## src/sv/json_path_tokenizer_macros.svh

```systemverilog
// ----------------------------------------------------------------------------
// JSON path tokenizer assertion macros
// Shared property wrappers, clocked on clock and disabled in reset.
// ----------------------------------------------------------------------------
`ifndef JSON_PATH_TOKENIZER_MACROS_SVH
`define JSON_PATH_TOKENIZER_MACROS_SVH

// same-cycle implication
`define JPT_ASSERT_NOW(label, ante, cons, msg) \
   label: assert property (@(posedge clock) disable iff (reset) (ante) |-> (cons)) \
      else $error(msg);

// next-cycle implication
`define JPT_ASSERT_NEXT(label, ante, cons, msg) \
   label: assert property (@(posedge clock) disable iff (reset) (ante) |=> (cons)) \
      else $error(msg);

`endif

```

## src/sv/jpt_pkg.sv

```systemverilog
// ----------------------------------------------------------------------------
// JSON path tokenizer package
// Word types, token and error codes, parser states and queue sizing.
// ----------------------------------------------------------------------------
`default_nettype none

package jpt_pkg;

   localparam int IDX_W  = 63;
   localparam int QDEPTH = 4;
   localparam int QAW    = $clog2(QDEPTH);

   localparam logic [7:0] CH_DOLLAR = 8'h24;
   localparam logic [7:0] CH_DOT    = 8'h2E;
   localparam logic [7:0] CH_LBRACK = 8'h5B;
   localparam logic [7:0] CH_RBRACK = 8'h5D;
   localparam logic [7:0] CH_STAR   = 8'h2A;
   localparam logic [7:0] CH_QUOTE  = 8'h27;
   localparam logic [7:0] CH_ZERO   = 8'h30;
   localparam logic [7:0] CH_NINE   = 8'h39;

   typedef enum logic [2:0] {
      KIND_ROOT    = 3'd0,
      KIND_KEYBYTE = 3'd1,
      KIND_KEYEND  = 3'd2,
      KIND_INDEX   = 3'd3,
      KIND_WILD    = 3'd4,
      KIND_ERROR   = 3'd5,
      KIND_DONE    = 3'd6
   } kind_type;

   typedef enum logic [3:0] {
      ERR_EMPTY       = 4'd0,
      ERR_NOROOT      = 4'd1,
      ERR_RECURSIVE   = 4'd2,
      ERR_EMPTYKEY    = 4'd3,
      ERR_BRACKET     = 4'd4,
      ERR_QUOTE       = 4'd5,
      ERR_WILD        = 4'd6,
      ERR_INDEX       = 4'd7,
      ERR_UNSUPPORTED = 4'd8
   } err_type;

   typedef enum logic [3:0] {
      ST_ROOT      = 4'd0,
      ST_MAIN      = 4'd1,
      ST_DOT_FIRST = 4'd2,
      ST_DOT_KEY   = 4'd3,
      ST_BRACKET   = 4'd4,
      ST_QKEY      = 4'd5,
      ST_QCLOSE    = 4'd6,
      ST_STAR      = 4'd7,
      ST_INDEX     = 4'd8,
      ST_SKIP      = 4'd9
   } state_type;

   typedef struct packed {
      logic [7:0] ch;
      logic       end_mark;
   } req_type;

   typedef struct packed {
      kind_type         kind;
      logic [7:0]       key_byte;
      logic [IDX_W-1:0] index_value;
      err_type          error_code;
      logic             last;
   } rsp_type;

   // one queued action: a token, optionally followed by a done token
   typedef struct packed {
      rsp_type rsp;
      logic    add_done;
   } action_type;

   typedef struct packed {
      logic full;
      logic not_empty;
   } q_status_type;

endpackage

`default_nettype wire

```

## src/sv/jpt_front.sv

```systemverilog
// ----------------------------------------------------------------------------
// JSON path tokenizer front end
// Accepts path words, runs the parser state machine and index accumulator,
// and pushes token actions into the queue.
// ----------------------------------------------------------------------------
`default_nettype none

module jpt_front (
   input  wire logic                clock,
   input  wire logic                reset,
   input  wire logic                req_valid,
   input  wire jpt_pkg::req_type    req_data,
   input  wire logic                q_full,
   output logic                     push,
   output jpt_pkg::action_type      push_data
);
   import jpt_pkg::*;

   state_type        state_ff, state_in;
   logic [IDX_W-1:0] acc_ff, acc_in;
   logic             ovf_ff, ovf_in;
   logic             seen_ff, seen_in;

   logic             accept;
   logic             is_digit;
   logic [3:0]       dval;
   logic [IDX_W+3:0] prod;
   logic             do_fail;
   err_type          fail_code;
   logic             act_valid;
   action_type       act;

   assign accept = req_valid && !q_full;
   assign push   = accept && act_valid;
   assign push_data = act;

   always_ff @(posedge clock) begin
      if (reset) begin
         state_ff <= ST_ROOT;
         acc_ff   <= '0;
         ovf_ff   <= 1'b0;
         seen_ff  <= 1'b0;
      end else if (accept) begin
         state_ff <= state_in;
         acc_ff   <= acc_in;
         ovf_ff   <= ovf_in;
         seen_ff  <= seen_in;
      end
   end

   always_comb begin
      state_in  = state_ff;
      acc_in    = acc_ff;
      ovf_in    = ovf_ff;
      seen_in   = seen_ff;
      act       = '0;
      act_valid = 1'b0;
      do_fail   = 1'b0;
      fail_code = ERR_EMPTY;
      is_digit  = (req_data.ch >= CH_ZERO) && (req_data.ch <= CH_NINE);
      dval      = 4'(req_data.ch - CH_ZERO);
      // acc * 10 + digit, wide enough to see overflow past 63 bits
      prod = {1'b0, acc_ff, 3'b000} + {3'b000, acc_ff, 1'b0} + (IDX_W+4)'(dval);

      unique case (state_ff)
         ST_ROOT: begin
            if (req_data.end_mark) begin
               do_fail = 1'b1; fail_code = ERR_EMPTY;
            end else if (req_data.ch != CH_DOLLAR) begin
               do_fail = 1'b1; fail_code = ERR_NOROOT;
            end else begin
               state_in = ST_MAIN;
               act_valid = 1'b1;
               act.rsp.kind = KIND_ROOT;
            end
         end
         ST_MAIN: begin
            if (req_data.end_mark) begin
               state_in = ST_ROOT;
               act_valid = 1'b1;
               act.rsp.kind = KIND_DONE;
               act.rsp.last = 1'b1;
            end else if (req_data.ch == CH_DOT) begin
               state_in = ST_DOT_FIRST;
            end else if (req_data.ch == CH_LBRACK) begin
               state_in = ST_BRACKET;
            end else begin
               do_fail = 1'b1; fail_code = ERR_UNSUPPORTED;
            end
         end
         ST_DOT_FIRST: begin
            if (req_data.end_mark) begin
               do_fail = 1'b1; fail_code = ERR_EMPTYKEY;
            end else if (req_data.ch == CH_DOT) begin
               do_fail = 1'b1; fail_code = ERR_RECURSIVE;
            end else if (req_data.ch == CH_LBRACK) begin
               do_fail = 1'b1; fail_code = ERR_EMPTYKEY;
            end else begin
               state_in = ST_DOT_KEY;
               act_valid = 1'b1;
               act.rsp.kind = KIND_KEYBYTE;
               act.rsp.key_byte = req_data.ch;
            end
         end
         ST_DOT_KEY: begin
            act_valid = 1'b1;
            if (req_data.end_mark) begin
               // key end now, done follows from the back end
               state_in = ST_ROOT;
               act.rsp.kind = KIND_KEYEND;
               act.add_done = 1'b1;
            end else if (req_data.ch == CH_DOT) begin
               state_in = ST_DOT_FIRST;
               act.rsp.kind = KIND_KEYEND;
            end else if (req_data.ch == CH_LBRACK) begin
               state_in = ST_BRACKET;
               act.rsp.kind = KIND_KEYEND;
            end else begin
               act.rsp.kind = KIND_KEYBYTE;
               act.rsp.key_byte = req_data.ch;
            end
         end
         ST_BRACKET: begin
            if (req_data.end_mark) begin
               do_fail = 1'b1; fail_code = ERR_BRACKET;
            end else if (req_data.ch == CH_QUOTE) begin
               state_in = ST_QKEY;
            end else if (req_data.ch == CH_STAR) begin
               state_in = ST_STAR;
            end else if (!is_digit) begin
               do_fail = 1'b1; fail_code = ERR_INDEX;
            end else begin
               acc_in   = IDX_W'(dval);
               ovf_in   = 1'b0;
               seen_in  = 1'b1;
               state_in = ST_INDEX;
            end
         end
         ST_QKEY: begin
            if (req_data.end_mark) begin
               do_fail = 1'b1; fail_code = ERR_QUOTE;
            end else if (req_data.ch == CH_QUOTE) begin
               state_in = ST_QCLOSE;
            end else begin
               act_valid = 1'b1;
               act.rsp.kind = KIND_KEYBYTE;
               act.rsp.key_byte = req_data.ch;
            end
         end
         ST_QCLOSE: begin
            if (req_data.end_mark || req_data.ch != CH_RBRACK) begin
               do_fail = 1'b1; fail_code = ERR_QUOTE;
            end else begin
               state_in = ST_MAIN;
               act_valid = 1'b1;
               act.rsp.kind = KIND_KEYEND;
            end
         end
         ST_STAR: begin
            if (req_data.end_mark || req_data.ch != CH_RBRACK) begin
               do_fail = 1'b1; fail_code = ERR_WILD;
            end else begin
               state_in = ST_MAIN;
               act_valid = 1'b1;
               act.rsp.kind = KIND_WILD;
            end
         end
         ST_INDEX: begin
            if (req_data.end_mark) begin
               do_fail = 1'b1; fail_code = ERR_INDEX;
            end else if (is_digit) begin
               // freeze the accumulator once it overflows
               if (!ovf_ff) begin
                  if (prod[IDX_W+3:IDX_W] != 4'd0) begin
                     ovf_in = 1'b1;
                  end else begin
                     acc_in = prod[IDX_W-1:0];
                  end
               end
               seen_in = 1'b1;
            end else if (req_data.ch != CH_RBRACK || !seen_ff || ovf_ff) begin
               do_fail = 1'b1; fail_code = ERR_INDEX;
            end else begin
               state_in = ST_MAIN;
               act_valid = 1'b1;
               act.rsp.kind = KIND_INDEX;
               act.rsp.index_value = acc_ff;
            end
         end
         ST_SKIP: begin
            if (req_data.end_mark) begin
               state_in = ST_ROOT;
            end
         end
         default: begin
            state_in = ST_ROOT;
         end
      endcase

      if (do_fail) begin
         state_in = req_data.end_mark ? ST_ROOT : ST_SKIP;
         act = '0;
         act_valid = 1'b1;
         act.rsp.kind = KIND_ERROR;
         act.rsp.error_code = fail_code;
         act.rsp.last = 1'b1;
      end
   end

endmodule

`default_nettype wire

```

## src/sv/jpt_queue.sv

```systemverilog
// ----------------------------------------------------------------------------
// JSON path tokenizer action queue
// Small first-in first-out buffer between front end and back end.
// ----------------------------------------------------------------------------
`default_nettype none

module jpt_queue (
   input  wire logic                 clock,
   input  wire logic                 reset,
   input  wire logic                 push,
   input  wire jpt_pkg::action_type  push_data,
   input  wire logic                 pop,
   output jpt_pkg::action_type       head,
   output jpt_pkg::q_status_type     status
);
   import jpt_pkg::*;

   action_type     mem_ff [QDEPTH];
   logic [QAW-1:0] wr_ptr_ff;
   logic [QAW-1:0] rd_ptr_ff;
   logic [QAW:0]   count_ff, count_in;

   assign head             = mem_ff[rd_ptr_ff];
   assign status.full      = (count_ff == (QAW+1)'(QDEPTH));
   assign status.not_empty = (count_ff != '0);

   always_comb begin
      count_in = count_ff;
      if (push && !pop) begin
         count_in = count_ff + 1'b1;
      end else if (pop && !push) begin
         count_in = count_ff - 1'b1;
      end
   end

   always_ff @(posedge clock) begin
      if (push) begin
         mem_ff[wr_ptr_ff] <= push_data;
      end
   end

   always_ff @(posedge clock) begin
      if (reset) begin
         wr_ptr_ff <= '0;
         rd_ptr_ff <= '0;
         count_ff  <= '0;
      end else begin
         if (push) begin
            wr_ptr_ff <= wr_ptr_ff + 1'b1;
         end
         if (pop) begin
            rd_ptr_ff <= rd_ptr_ff + 1'b1;
         end
         count_ff <= count_in;
      end
   end

endmodule

`default_nettype wire

```

## src/sv/jpt_back.sv

```systemverilog
// ----------------------------------------------------------------------------
// JSON path tokenizer back end
// Pops queued actions and drives the registered result word, expanding
// a key end at path end into key end then done.
// ----------------------------------------------------------------------------
`default_nettype none

module jpt_back (
   input  wire logic                  clock,
   input  wire logic                  reset,
   input  wire jpt_pkg::action_type   head,
   input  wire jpt_pkg::q_status_type q_status,
   output logic                       pop,
   output logic                       rsp_valid,
   input  wire logic                  rsp_stall,
   output jpt_pkg::rsp_type           rsp_data
);
   import jpt_pkg::*;

   logic    rsp_valid_ff, rsp_valid_in;
   rsp_type rsp_data_ff, rsp_data_in;
   logic    pend_ff, pend_in;
   logic    advance;

   assign advance   = !rsp_valid_ff || !rsp_stall;
   assign pop       = advance && !pend_ff && q_status.not_empty;
   assign rsp_valid = rsp_valid_ff;
   assign rsp_data  = rsp_data_ff;

   always_comb begin
      rsp_valid_in = rsp_valid_ff;
      rsp_data_in  = rsp_data_ff;
      pend_in      = pend_ff;
      if (advance) begin
         if (pend_ff) begin
            rsp_valid_in     = 1'b1;
            rsp_data_in      = '0;
            rsp_data_in.kind = KIND_DONE;
            rsp_data_in.last = 1'b1;
            pend_in          = 1'b0;
         end else if (q_status.not_empty) begin
            rsp_valid_in = 1'b1;
            rsp_data_in  = head.rsp;
            pend_in      = head.add_done;
         end else begin
            rsp_valid_in = 1'b0;
         end
      end
   end

   always_ff @(posedge clock) begin
      rsp_data_ff <= rsp_data_in;
   end

   always_ff @(posedge clock) begin
      if (reset) begin
         rsp_valid_ff <= 1'b0;
         pend_ff      <= 1'b0;
      end else begin
         rsp_valid_ff <= rsp_valid_in;
         pend_ff      <= pend_in;
      end
   end

endmodule

`default_nettype wire

```

## src/sv/json_path_tokenizer.sv

```systemverilog
// ----------------------------------------------------------------------------
// JSON path tokenizer
// Tokenizes a path one byte word at a time into root, key, index, wildcard,
// error and done tokens.
//
//   channel | direction | handshake              | word
//   req     | in        | req_valid / req_stall  | ch, end_mark
//   rsp     | out       | rsp_valid / rsp_stall  | kind, key_byte, index_value,
//           |           |                        | error_code, last
//
// One request word per cycle while req_stall is low; its result passes through
// the action queue and output register. A key end at path end gives two results.
// The front parser takes words while the four-entry action queue has room.
// Synchronous reset returns the parser to expecting the root and empties
// the queue and output register. A stalled result holds while the front
// keeps taking words until the queue fills.
// ----------------------------------------------------------------------------
`default_nettype none

`include "json_path_tokenizer_macros.svh"

module json_path_tokenizer (
   input  wire logic              clock,
   input  wire logic              reset,
   input  wire logic              req_valid,
   output logic                   req_stall,
   input  wire jpt_pkg::req_type  req_data,
   output logic                   rsp_valid,
   input  wire logic              rsp_stall,
   output jpt_pkg::rsp_type       rsp_data
);
   import jpt_pkg::*;

   logic         push;
   action_type   push_data;
   logic         pop;
   action_type   head;
   q_status_type q_status;

   assign req_stall = q_status.full;

   jpt_front u_front (
      .clock     (clock),
      .reset     (reset),
      .req_valid (req_valid),
      .req_data  (req_data),
      .q_full    (q_status.full),
      .push      (push),
      .push_data (push_data)
   );

   jpt_queue u_queue (
      .clock     (clock),
      .reset     (reset),
      .push      (push),
      .push_data (push_data),
      .pop       (pop),
      .head      (head),
      .status    (q_status)
   );

   jpt_back u_back (
      .clock     (clock),
      .reset     (reset),
      .head      (head),
      .q_status  (q_status),
      .pop       (pop),
      .rsp_valid (rsp_valid),
      .rsp_stall (rsp_stall),
      .rsp_data  (rsp_data)
   );

   `JPT_ASSERT_NOW(a_no_push_full, q_status.full, !push, "push into full queue")
   `JPT_ASSERT_NOW(a_no_pop_empty, !q_status.not_empty, !pop, "pop from empty queue")
   `JPT_ASSERT_NOW(a_error_last, rsp_valid && rsp_data.kind == KIND_ERROR, rsp_data.last, "error without last")
   `JPT_ASSERT_NOW(a_last_kind, rsp_valid && rsp_data.last, rsp_data.kind == KIND_DONE || rsp_data.kind == KIND_ERROR, "last on non-final token")
   `JPT_ASSERT_NEXT(a_key_end_done, push && push_data.add_done, q_status.not_empty, "lost key end action")

endmodule

`default_nettype wire

```

## config.mk

```make
export PLATFORM = sky130hd
export DESIGN_NAME = json_path_tokenizer
export DESIGN_NICKNAME = d
export VERILOG_FILES = /design/src/sv/jpt_pkg.sv /design/src/sv/jpt_front.sv /design/src/sv/jpt_queue.sv /design/src/sv/jpt_back.sv /design/src/sv/json_path_tokenizer.sv
export VERILOG_INCLUDE_DIRS = /design/src /design/src/sv
export SDC_FILE = /design/constraint.sdc
export NUM_CORES = 1
export LEC_CHECK = 0
export BUFFER_PORTS_ARGS = -buffer_cell sky130_fd_sc_hd__buf_2
export CORE_UTILIZATION = 62
export DETAILED_ROUTE_END_ITERATION = 10
export MAX_ROUTING_LAYER = met4
export PLACE_DENSITY = 0.79
export SLEW_MARGIN = 30
export SYNTH_ARGS = -nofsm -noshare
export SYNTH_HDL_FRONTEND = slang
export SYNTH_SLANG_ARGS = --single-unit
```

## constraint.sdc

```tcl
create_clock -name clock -period 15.9 [get_ports clock]
set_clock_uncertainty 0.2 [all_clocks]
set_input_delay 3.18 -clock clock [delete_from_list [all_inputs] [get_ports clock]]
set_output_delay 3.18 -clock clock [all_outputs]
set_load 0.01 [all_outputs]
```

# Yosys cells after proc, flatten, opt, wreduce, memory -nomap -nowiden

Memory sizes are Yosys's and may differ from the RTL's. A register that Yosys moved wholly into a read port is not among the register bits.
Cells that the tools add are included.

Memory bits (writable): 320
Bits in latches: 0
Memories: 1
ROM bits: 0
Word-level logic and storage cells: 224
Register bits after elaboration: 157

Memories:

| memory         | depth | bits a word | rd ports | clocked after Yosys merged registers in | write ports | RTL line        | source |
|---|---|---|---|---|---|---|---|
| u_queue.mem_ff | 4     | 80          | 1        | 1                                       | 1           | jpt_queue.sv:18 | `action_type mem_ff [QDEPTH];` |

$lt $le $gt $ge: 2
Shift-type cells: 0
Add/sub/neg operators: 7
Div/mod/pow operators: 0
Multipliers: 0
Muxes and demuxes: 130
Equal/unequal tests: 39
Reduce and logical (&&, ||, !) cells: 31
Bitwise logic cells: 0

Operator list:

| kind                                                             | number |
|---|---|
| 63-bit 2-to-1 mux                                                | 12 |
| 4-bit 2-to-1 mux                                                 | 32 |
| 63-bit case mux with 2 select lines                              | 1 |
| 80-bit 2-to-1 mux                                                | 1 |
| 79-bit 2-to-1 mux                                                | 1 |
| 66-bit by 64-bit adder with 67-bit output                        | 1 |
| 67-bit by 4-bit adder with 67-bit output                         | 1 |
| 4-bit case mux with 8 select lines                               | 2 |
| 1-bit 2-to-1 mux                                                 | 48 |
| 3-bit 2-to-1 mux                                                 | 13 |
| 9-bit 2-to-1 mux                                                 | 4 |
| 3-bit by 2-bit != test with 1-bit output (second input constant) | 11 |
| 8-bit by 6-bit == test with 1-bit output (second input constant) | 3 |
| 8-bit 2-to-1 mux                                                 | 3 |
| 8-bit case mux with 3 select lines                               | 1 |
| 3-bit case mux with 7 select lines                               | 1 |
| 4-bit by 3-bit == test with 1-bit output (second input constant) | 4 |
| 16-bit AND reduction                                             | 1 |
| 1-bit case mux with 7 select lines                               | 2 |
| 2-bit 2-to-1 mux                                                 | 6 |
| 2-bit != test (second input constant)                            | 6 |
| 11-bit 2-to-1 mux                                                | 1 |
| 5-bit by 1-bit != test with 1-bit output (second input constant) | 2 |
| 10-bit AND reduction                                             | 1 |
| other kinds (28)                                                 | 51 |

# Depth between registers and ports, before layout

Gate-level depths: netlist of run 1.

Word-level depth: 13
Depth in mapped cells: 17

# Hierarchy

Synthesis of run 1 repeated with hierarchy kept, for this count alone.

Cells, all modules: 1784
Area, all modules: 23526.3 um^2

By module, submodules not included:

| module    | seq. area each (um^2) | instances | area each (um^2) | cells each |
|---|---|---|---|---|
| jpt_queue | 9789.4                | 1         | 12056.6          | 462 |
| jpt_front | 1381.3                | 1         | 8455.6           | 1143 |
| jpt_back  | 2412.3                | 1         | 3014.1           | 179 |

# Worst setup path before layout of run 1

No wires, ideal clock.

Kind: input port to flip-flop
From: input req_data[8] (netlist name)
To: memory u_queue.mem_ff[0][0] (netlist name) (enable)
Library setup time: 0.447 ns
Data required time: 15.253 ns
Arrival: 7.237 ns
Slack: 8.016 ns
Stages: 10
Cell sequence: or4b_1 > or2_4 > or3_4 > nand3b_4 > a21oi_2 > o31ai_4 > a31o_2 > o21ba_2 > buf_2 > and2_1

Cells in the longest elaborated chain, start to end: 11

RTL lines:

| element                                                                                    | RTL line                           | source |
|---|---|---|
| start, declared                                                                            | json_path_tokenizer.sv:27          | `input wire jpt_pkg::req_type req_data,` |
| 8-bit by 6-bit greater-or-equal comparator with 1-bit output, or another cell as far along | jpt_front.sv:60                    | `is_digit = (req_data.ch >= CH_ZERO) && (req_data.ch <= CH_NINE);` |
| 1-bit logical AND / 1-bit logical OR (equally long branches)                               | jpt_front.sv:60, jpt_front.sv:181  |  |
| 1-bit 2-to-1 mux / 1-bit logical OR (equally long branches)                                | jpt_front.sv:130, jpt_front.sv:181 |  |
| 1-bit 2-to-1 mux (on tied branches)                                                        | jpt_front.sv:128, jpt_front.sv:181 |  |
| 1-bit 2-to-1 mux (on tied branches)                                                        | jpt_front.sv:126, jpt_front.sv:171 |  |
| 1-bit 2-to-1 mux (on tied branches)                                                        | jpt_front.sv:124, jpt_front.sv:169 |  |
| 1-bit case mux with 7 select lines                                                         | jpt_front.sv:65                    | `unique case (state_ff)` |
| 1-bit 2-to-1 mux (*)                                                                       | jpt_front.sv:200                   | `if (do_fail) begin` |
| 1-bit logical AND (*)                                                                      | jpt_front.sv:34                    | `assign push = accept && act_valid;` |
| named net push                                                                             | json_path_tokenizer.sv:34          | `logic push;` |
| 1-bit 2-to-1 mux (*)                                                                       | jpt_queue.sv:37                    | `if (push) begin` |
| 1-bit 2-to-1 mux (not written as such) (*)                                                 | jpt_queue.sv:38                    | `mem_ff[wr_ptr_ff] <= push_data;` |
| end, declared                                                                              | jpt_queue.sv:18                    |  |

The timed path passes the listed nets; every way through them passes the cells marked *.

# Final worst setup path of run 1

From: input req_data[4] (netlist name)
To: register u_front.acc_ff[51]

Cells in the longest elaborated chain, start to end: 7

RTL lines:

| element                                     | RTL line         | source |
|---|---|---|
| 4-bit by 1-bit subtractor with 4-bit output | jpt_front.sv:61  | `dval = 4'(req_data.ch - CH_ZERO);` |
| 67-bit by 4-bit adder with 67-bit output    | jpt_front.sv:63  | `prod = {1'b0, acc_ff, 3'b000} + {3'b000, acc_ff, 1'b0} + (IDX_W+4)'(dval);` |
| 63-bit 2-to-1 mux                           | jpt_front.sv:174 | `if (prod[IDX_W+3:IDX_W] != 4'd0) begin` |
| 63-bit 2-to-1 mux                           | jpt_front.sv:173 | `if (!ovf_ff) begin` |
| 63-bit 2-to-1 mux                           | jpt_front.sv:171 | `end else if (is_digit) begin` |
| 63-bit 2-to-1 mux                           | jpt_front.sv:169 | `if (req_data.end_mark) begin` |
| 63-bit case mux with 2 select lines         | jpt_front.sv:65  |  |
| end signal, assigned                        | jpt_front.sv:45  | `acc_ff <= acc_in;` |
| end, declared                               | jpt_front.sv:20  | `logic [IDX_W-1:0] acc_ff, acc_in;` |

Parallel ways exist; a longest one is shown, timed or not. The select of a mux whose other input is x is not followed.
A chain may end at the register's enable or synchronous reset.

==> results list, run 1 <==
- Die Area: 38,300 um2
* Max VDD drop: 0.143 mV
- DRC viols: 0
* Syn. warnings: 0
- Via count of the first global-routing pass: 14,500
- Summing the sequential cell areas from Yosys gives 58.5% of the chip area.
- The tree is rooted in a sky130_fd_sc_hd__clkbuf_16.
* #FFs+latches synth: 479
- Counting the buffers created by CTS gives 48.
- Outcome: completed
- Entering global routing, the biggest net connects 63 pins.
- Post-Route WL: 50.3 mm
- The largest total area in the synthesized netlist belongs to sky130_fd_sc_hd__edfxtp_1.
- Pin slew with the least headroom to its limit: 950 ps
- For this run the aggregate overflow at the end of global routing stands at 0.
* Count of mapped cells out of synthesis: 1,737
- Unrepaired setup endpoints after global routing: no
* Required time of the worst setup path: 16,190 ps
- Share of the clock period used by the worst path: 47.0%
- Area growth, synth to finish: 10.0%
- In the post-synthesis netlist, the biggest area contributors are sky130_fd_sc_hd__edfxtp_1 (52%), sky130_fd_sc_hd__mux4_2 (7.8%), sky130_fd_sc_hd__ha_1 (7.0%).
* Slew Viols, Final: 0
- The tightest hold path in the finished design has a slack of 293 ps.
- Once the clock tree was built, the setup fixing pass inserted 0 buffers.
- Synthesized area per cell: 13.4 um2
- Number of buffers inserted by hold repair at cts: 0
- The die is 196 um tall.
* Final hold vios: 0
- The mapped netlist covers 23,200 um2.
- Critical path data arrival time: 7760 ps
- Headroom to the max-slew limit came out at 36.7%.
* Share of Yosys cell area claimed by the top area cell type: 51.6%
- Total vias in the final route: 14,500
* Number of failing setup endpoints in the final timing report: 0
- For the worst-skew pair, the clock arrives at the later sink with an insertion delay of 590 ps.
- Power per cell area: 140 nW/um2
* Nature of the critical path endpoint: flop
* Largest buffer count on any clock path: 3
- Buffers added on ports: 93
- Number of top-level pins: 94
* Max Clk Rate: 134 MHz
* Leakage: 9.52 nW
- Across all setup checks in the final design, the least slack found is 8420 ps.
- Post-DR vias/cell: 6.30
- Initial DRC Count: 1,097
* Type of element launching the critical path: primary input
- The post-route netlist has 16.9% of its cells at a drive strength greater than 1.
- Timing analysis after detailed placement gives a worst setup slack of 7950 ps.
* Effective utilization at floorplan: 63.2%
* CTS tree: yes
* Count of unique library cells instantiated by Yosys: 81
- The pre-antenna-repair detailed-routing pass consisted of 5 iterations.
- The floorplan step defined a core boundary enclosing 36,800 um2.
- Weighted congestion at the end of routability-driven global placement: 0.951
* Number of nets in the synthesized netlist: 1,883
- Global-route wire length before repair: 79.3 mm
* DPL Wire Length: 32.9 mm
- Number of fill cells: 2,535
* Fin crit period: 7480 ps
- Mean routed wirelength per cell: 21.8 um
- The worst setup path is of the primary input to flop kind.
- Global routing used 27.7% of the available tracks across all layers.
- The detail route stage leaves a number of antenna-violating nets equal to 0.
- Cells resized by post-CTS repair: 0
- In this run the horizontal extent of the chip is 196 um.
* Final #Nets: 1,940
* Std cell rows: 70
- The worst register-to-register path has a setup slack of 10,870 ps.
- CTS saw 479 sinks.
- Clock-pin slew was measured on the worst setup and hold paths at 60 ps.
- Maximum level of the CTS H-tree: 2
- Type of the most critical hold path: flop to flop
- Counting flops with an async set or reset pin after synthesis yields a share of 0%.
- Primary FF master, synth: sky130_fd_sc_hd__edfxtp_1
* Maximum capacitance violations: 0
- Setup TNS Final: 0 ps
- Antenna violations before repair: 1
* Maximum fanout encountered on the critical timing path: 56
- Number of synthesized flops with an enable pin: 399
-- area by class of cell --
class	count	area, um2	share of cell area [%]
inverters	30	113	0.440
well taps	468	586	2.29
diodes	2	5.00	0.0196
clock inverters	33	288	1.13
flip-flops and latches	479	13600	53.2
repair buffers	110	593	2.32
multi-input cells	1125	9140	35.8
clock buffers	56	1250	4.90
-- registers in the layout, summed over array words and instances (netlist names), named ones only --
register and cells:
u_front.acc_ff 63, u_back.rsp_valid 1, u_back.pend_ff 1, u_front.ovf_ff 1
u_queue.wr_ptr_ff 2, u_back.rsp_data 79, u_queue.count_ff 3, u_queue.mem_ff 320
u_front.seen_ff 1, u_queue.rd_ptr_ff 2, u_front.state_ff 4
-- worst max-delay path: stages --
cell and delay (ps):
sky130_fd_sc_hd__buf_2 170, sky130_fd_sc_hd__inv_1 100, sky130_fd_sc_hd__fa_1 540, sky130_fd_sc_hd__inv_1 70, sky130_fd_sc_hd__fa_1 500, sky130_fd_sc_hd__a211oi_2 240, sky130_fd_sc_hd__o211ai_1 150, sky130_fd_sc_hd__nand2_1 160
sky130_fd_sc_hd__o22a_1 230, sky130_fd_sc_hd__o41ai_2 130, sky130_fd_sc_hd__a21oi_1 780, sky130_fd_sc_hd__o21ai_1 270, sky130_fd_sc_hd__or4_4 850, sky130_fd_sc_hd__o31ai_1 350
-- where the power goes --
part | internal [mW] | switching, mW | leakage [nW]
sequential | 1.65 | 0.102 | 4.33
clock | 0.633 | 0.480 | 0.757
combinational | 0.315 | 0.391 | 4.43
total | 2.60 | 0.973 | 9.52
-- Yosys cell counts (27+ instances only) --
master and instances:
sky130_fd_sc_hd__xnor2_1 37, sky130_fd_sc_hd__clkbuf_1 72, sky130_fd_sc_hd__inv_1 30, sky130_fd_sc_hd__ha_1 130, sky130_fd_sc_hd__dfxtp_1 80, sky130_fd_sc_hd__nand2_1 87, sky130_fd_sc_hd__nand3_1 67, sky130_fd_sc_hd__nor3_1 36
sky130_fd_sc_hd__nor2_1 70, sky130_fd_sc_hd__a21oi_1 97, sky130_fd_sc_hd__mux4_2 80, sky130_fd_sc_hd__xor2_1 27, sky130_fd_sc_hd__o21ai_0 61, sky130_fd_sc_hd__nor2b_1 81, sky130_fd_sc_hd__edfxtp_1 399, sky130_fd_sc_hd__and2_1 74
-- through the flow --
step | util [%] | total power, mW | cells | instance area, um2
after global routing | 69.5 | 3.72 | 2302 | 25600
final | 69.5 | 3.57 | 2303 | 25600
after global placement | 65.3 | 2.48 | 2212 | 24000
after CTS | 69.5 | 3.60 | 2301 | 25600
after floorplan | - | 2.25 | 1737 | 23200
after detailed placement | 65.3 | 2.50 | 2212 | 24000
-- metal layers --
layer  global-route usage, %  vias to the layer above  part of all wire [%]
met5                       -                        -                     0
met4                    7.09                        0                   1.9
met3                    3.99                       79                   5.1
met2                    45.1                      410                    49
met1                    36.8                     7203                    44
li1                        -                     6807                     -
-- path summary, 6_finish.rpt --
check / to / cells past startpoint / start
max reg2reg: u_front.acc_ff[51] / 13 / u_front.acc_ff[2]
max: u_front.acc_ff[51] / 14 / req_data[4]
min: u_front.seen_ff / 2 / u_front.seen_ff
min reg2reg: u_front.seen_ff / 2 / u_front.seen_ff
-- cell families after synthesis --
family | after synthesis | synth area share, %
buffers and inverters | 133 | 2.35
and+or+nand+nor | 507 | 11.8
xor gates and xnor gates | 64 | 2.41
muxes | 88 | 8.12
adders and majority gates | 133 | 7.26
DFF | 479 | 58.5
AOI/OAI and AO/OA | 333 | 9.64
-- cells in the final DEF, fill, tap and decap left out, drive strengths merged, types with 67 or more instances in the layout --
| master | count |
|---|---|
| ha | 130 |
| nand2 | 87 |
| dfxtp | 80 |
| nand3 | 67 |
| nor2 | 71 |
| a21oi | 101 |
| and2 | 75 |
| mux4 | 80 |
| buf | 110 |
| nor2b | 81 |
| edfxtp | 399 |
(Power assumes the default switching activity.)
==> inputs of run 2 (changes only) <==
CORE_UTILIZATION = 56   (was 62)
PLACE_DENSITY = 0.75   (was 0.79)
clock period = 6 ns   (was 15.9 ns; I/O delays follow)
==> run 2 against run 1 <==
  * Wire length down 1.6%
  * Hold slack worse by 21 ps
  * Clock power up 150%
  * Combinational power rose to 2.7 times the previous value
  * Die area up 11%
  * Highest routed layer unchanged
  * Total power rose to 2.6 times the previous value
  * Largest cell class unchanged
  * Critical path depth up 1
  * Sequential cell count unchanged
  * Global-route usage down 2.9 points
  * Worst setup slack worse by 7300 ps
  * Clock-buffer cell count unchanged
==> results list, run 2 (synthesis gave the netlist of run 1 again) <==
- Die Area: 42,300 um2 (was 38,300 um2)
* Sequential cell area in the final layout: 13,600 um2 (unchanged)
- Number of diodes: 0 (was 2)
- The kind of start point of the critical path is a primary input (unchanged).
* Largest buffer count on any clock path: 3 (unchanged)
- Global-route wire length before repair: 78.5 mm (was 79.3 mm)
- Number of buffers inserted during clock tree synthesis: 48 (unchanged)
- The sort of element at the end of the critical path is a flop (unchanged).
- The maximum number of pins on one net before global-route repair came to 82 (was 63).
- The family with the most delay on the worst path was compound AO/OA/AOI/OAI gates (unchanged).
* Cell chain of the critical path: buf_2 -> inv_1 -> fa_1 -> inv_1 -> ha_1 -> a211oi_1 -> o211ai_1 -> nand3_1 -> a311oi_1 -> nor3_2 -> o31ai_1 -> mux2_4 -> or4_4 -> buf_4 -> o31ai_1 (was buf_2 -> inv_1 -> fa_1 -> inv_1 -> fa_1 -> a211oi_2 -> o211ai_1 -> nand2_1 -> o22a_1 -> o41ai_2 -> a21oi_1 -> o21ai_1 -> or4_4 -> o31ai_1)
- The worst-skew pair later-pin latency is 580 ps (was 590 ps).
* Worst path slowest cell: sky130_fd_sc_hd__or4_4 (unchanged)
* Outcome: completed (unchanged)
- The count of filler cells inserted in the layout came to 3,061 (was 2,535).
- Mean routed wirelength per cell: 20.9 um (was 21.8 um)
* Max-Slew Margin vs Limit: 37.9% (was 36.7%)
- Unrepaired setup endpoints after global routing: no (unchanged)
- Leakage: 9.54 nW (was 9.52 nW)
- Total vias in the final route: 14,500 (about the same)
* Weighted congestion at the end of routability-driven global placement: 0.918 (was 0.951)
- Antenna-violating nets left: 0 (unchanged)
- Commonest cells after routing, fill and taps aside: sky130_fd_sc_hd__edfxtp_1 (399), sky130_fd_sc_hd__ha_1 (130), sky130_fd_sc_hd__a21oi_1 (96), sky130_fd_sc_hd__buf_2 (93), sky130_fd_sc_hd__nand2_1 (87) (unchanged).
* Clock-pin slew on the worst setup and hold paths: 60 ps (about the same)
- Fin crit period: 4870 ps
* Max FFs per register: 320 (unchanged)
- The number of placement rows was 74 (was 70).
* Critical path data arrival time: 5150 ps (was 7760 ps)
* CTS tree: yes (unchanged)
- The number of global-route vias before repair is 14,200 (was 14,500).
- Post-Route WL: 49.5 mm (was 50.3 mm)
- Footprint of the multi-input gates: 9150 um2 (was 9140 um2)
* Setup TNS Final: 0 ps (unchanged)
- The count of maximum capacitance violations was 0 (unchanged).
* Most common cell after layout, fill and taps aside: sky130_fd_sc_hd__edfxtp_1 (unchanged)
* TritonCTS sink count: 479 (unchanged)
- The power after layout was 9.29 mW (was 3.57 mW).
- The area of the placeable core came to 40,900 um2 (was 36,800 um2).
* Worst setup path class: primary input to flop (unchanged)
- Static timing analysis puts the maximum clock frequency at 205 MHz.
- Area growth, synth to finish: 10.6% (was 10.0%)
* Share of the clock period used by the worst path: 81.2%
- The count of TritonRoute iterations in the first routing pass came to 7 (was 5).
- The root buffer cell is sky130_fd_sc_hd__clkbuf_16 (unchanged).
- The final routed DRC violation total came to 0 (unchanged).
- DP Area: 24,300 um2 (was 24,000 um2)
* Final #Nets: 1,951 (was 1,940)
* Number of failing setup endpoints in the final timing report: 0 (unchanged)
- The path type of the worst min-delay path is flop to flop (unchanged).
- Buffers added on ports: 93 (unchanged)
* Maximum fanout encountered on the critical timing path: 21 (was 56)
* Antenna violations before repair: 0 (was 1)
- Number of buffer and inverter instances along the worst setup path: 4 (was 3)
- Number of buffers inserted by hold repair at cts: 0 (unchanged)
- Fraction of layout cells with a size suffix above 1: 17.0% (was 16.9%)
- Critical path's largest stage delay: 560 ps (was 850 ps)
- Required time of the worst setup path: 6280 ps (was 16,190 ps)
- The number of cells upsized or downsized after cts was 0 (unchanged).
- The initial standard-cell utilization of the core came to 56.8% (was 63.2%).
- Slew Viols, Final: 0 (unchanged)
- The total non-filler cell area in the finished layout is 25,700 um2 (was 25,600 um2).
- The total congestion overflow was 0 (unchanged).
- The mean number of vias per cell came to 6.10 (was 6.30).
* Post-placement cell count: 2,287 (was 2,212)
* Maximum level of the CTS H-tree: 2 (unchanged)
- Pin slew with the least headroom to its limit: 919 ps (was 950 ps)
- Setup fix buffers added after clock tree synthesis: 0 (unchanged)
- Die extent in x: 206 um (was 196 um)
* Initial DRC Count: 912 (was 1,097)
* Cell Count, Final, Fillers Out: 2,370 (was 2,303)
* Max VDD drop: 0.329 mV (was 0.143 mV)
* Power per cell area: 361 nW/um2 (was 140 nW/um2)
- The hold violation count in the final report was 0 (unchanged).
* Die boundary height: 206 um (was 196 um)
- GRT Resource Usage Total: 24.7% (was 27.7%)
- Most flops, register: u_queue.mem_ff (unchanged)
* Number of top-level pins: 94 (unchanged)
- The half-perimeter wire length after placement is 32.9 mm (about the same).
[run 2: cell types whose count changed in the layout (fill, tap and decap cells not counted), sizes merged]
cell / delta
clkinvlp: -2
diode: -2
clkinv: +3
inv: -4
bufinv: -3
buf: +11
[run 2: layer usage]
layer  vias up  global-route usage (%)  routed length, um
li1       6828                       -                  -
met1      7171                    34.2              22300
met2       389                    38.7              23700
met3        73                    2.91               2400
met4         0                    7.14               1020
met5         -                       -                  0
[run 2: worst paths after layout]
check                     startpoint            endpoint  slack [ps]  cells after the start
setup / recovery         req_data[4]  u_front.acc_ff[16]        1130                     15
hold / removal       u_front.seen_ff     u_front.seen_ff         270                      2
setup reg to reg  u_front.acc_ff[30]  u_front.acc_ff[16]        1510                     12
hold reg to reg      u_front.seen_ff     u_front.seen_ff         270                      2
[run 2: tightest hold or removal path: stages, from the launching register on]
cell and delay (ps):
sky130_fd_sc_hd__dfxtp_1 330, sky130_fd_sc_hd__nor2_1 50, sky130_fd_sc_hd__nor2_1 70
[run 2: cell type report]
cell class	count	share of cell area, %
tap	532	2.59
timing repair buffer	121	2.94
inverter	30	0.438
multi-input combinational	1125	35.6
clock buffer	56	4.87
sequential	479	52.9
clock inverter	27	0.677
[run 2: through the flow]
stage	hold WS, ps	util [%]	setup WS (ps)
finish	273	62.8	1130
global route	327	62.8	886
CTS	275	62.8	1140
detailed placement	261	59.3	524
global placement	250	59.3	698
floorplan	241	-	96.0
[run 2: power breakdown]
group          switching, mW  internal [mW]  leakage [nW]
logic                   1.06          0.860          4.51
registers              0.238           4.37          4.33
clock network           1.22           1.53         0.702
total                   2.52           6.77          9.54
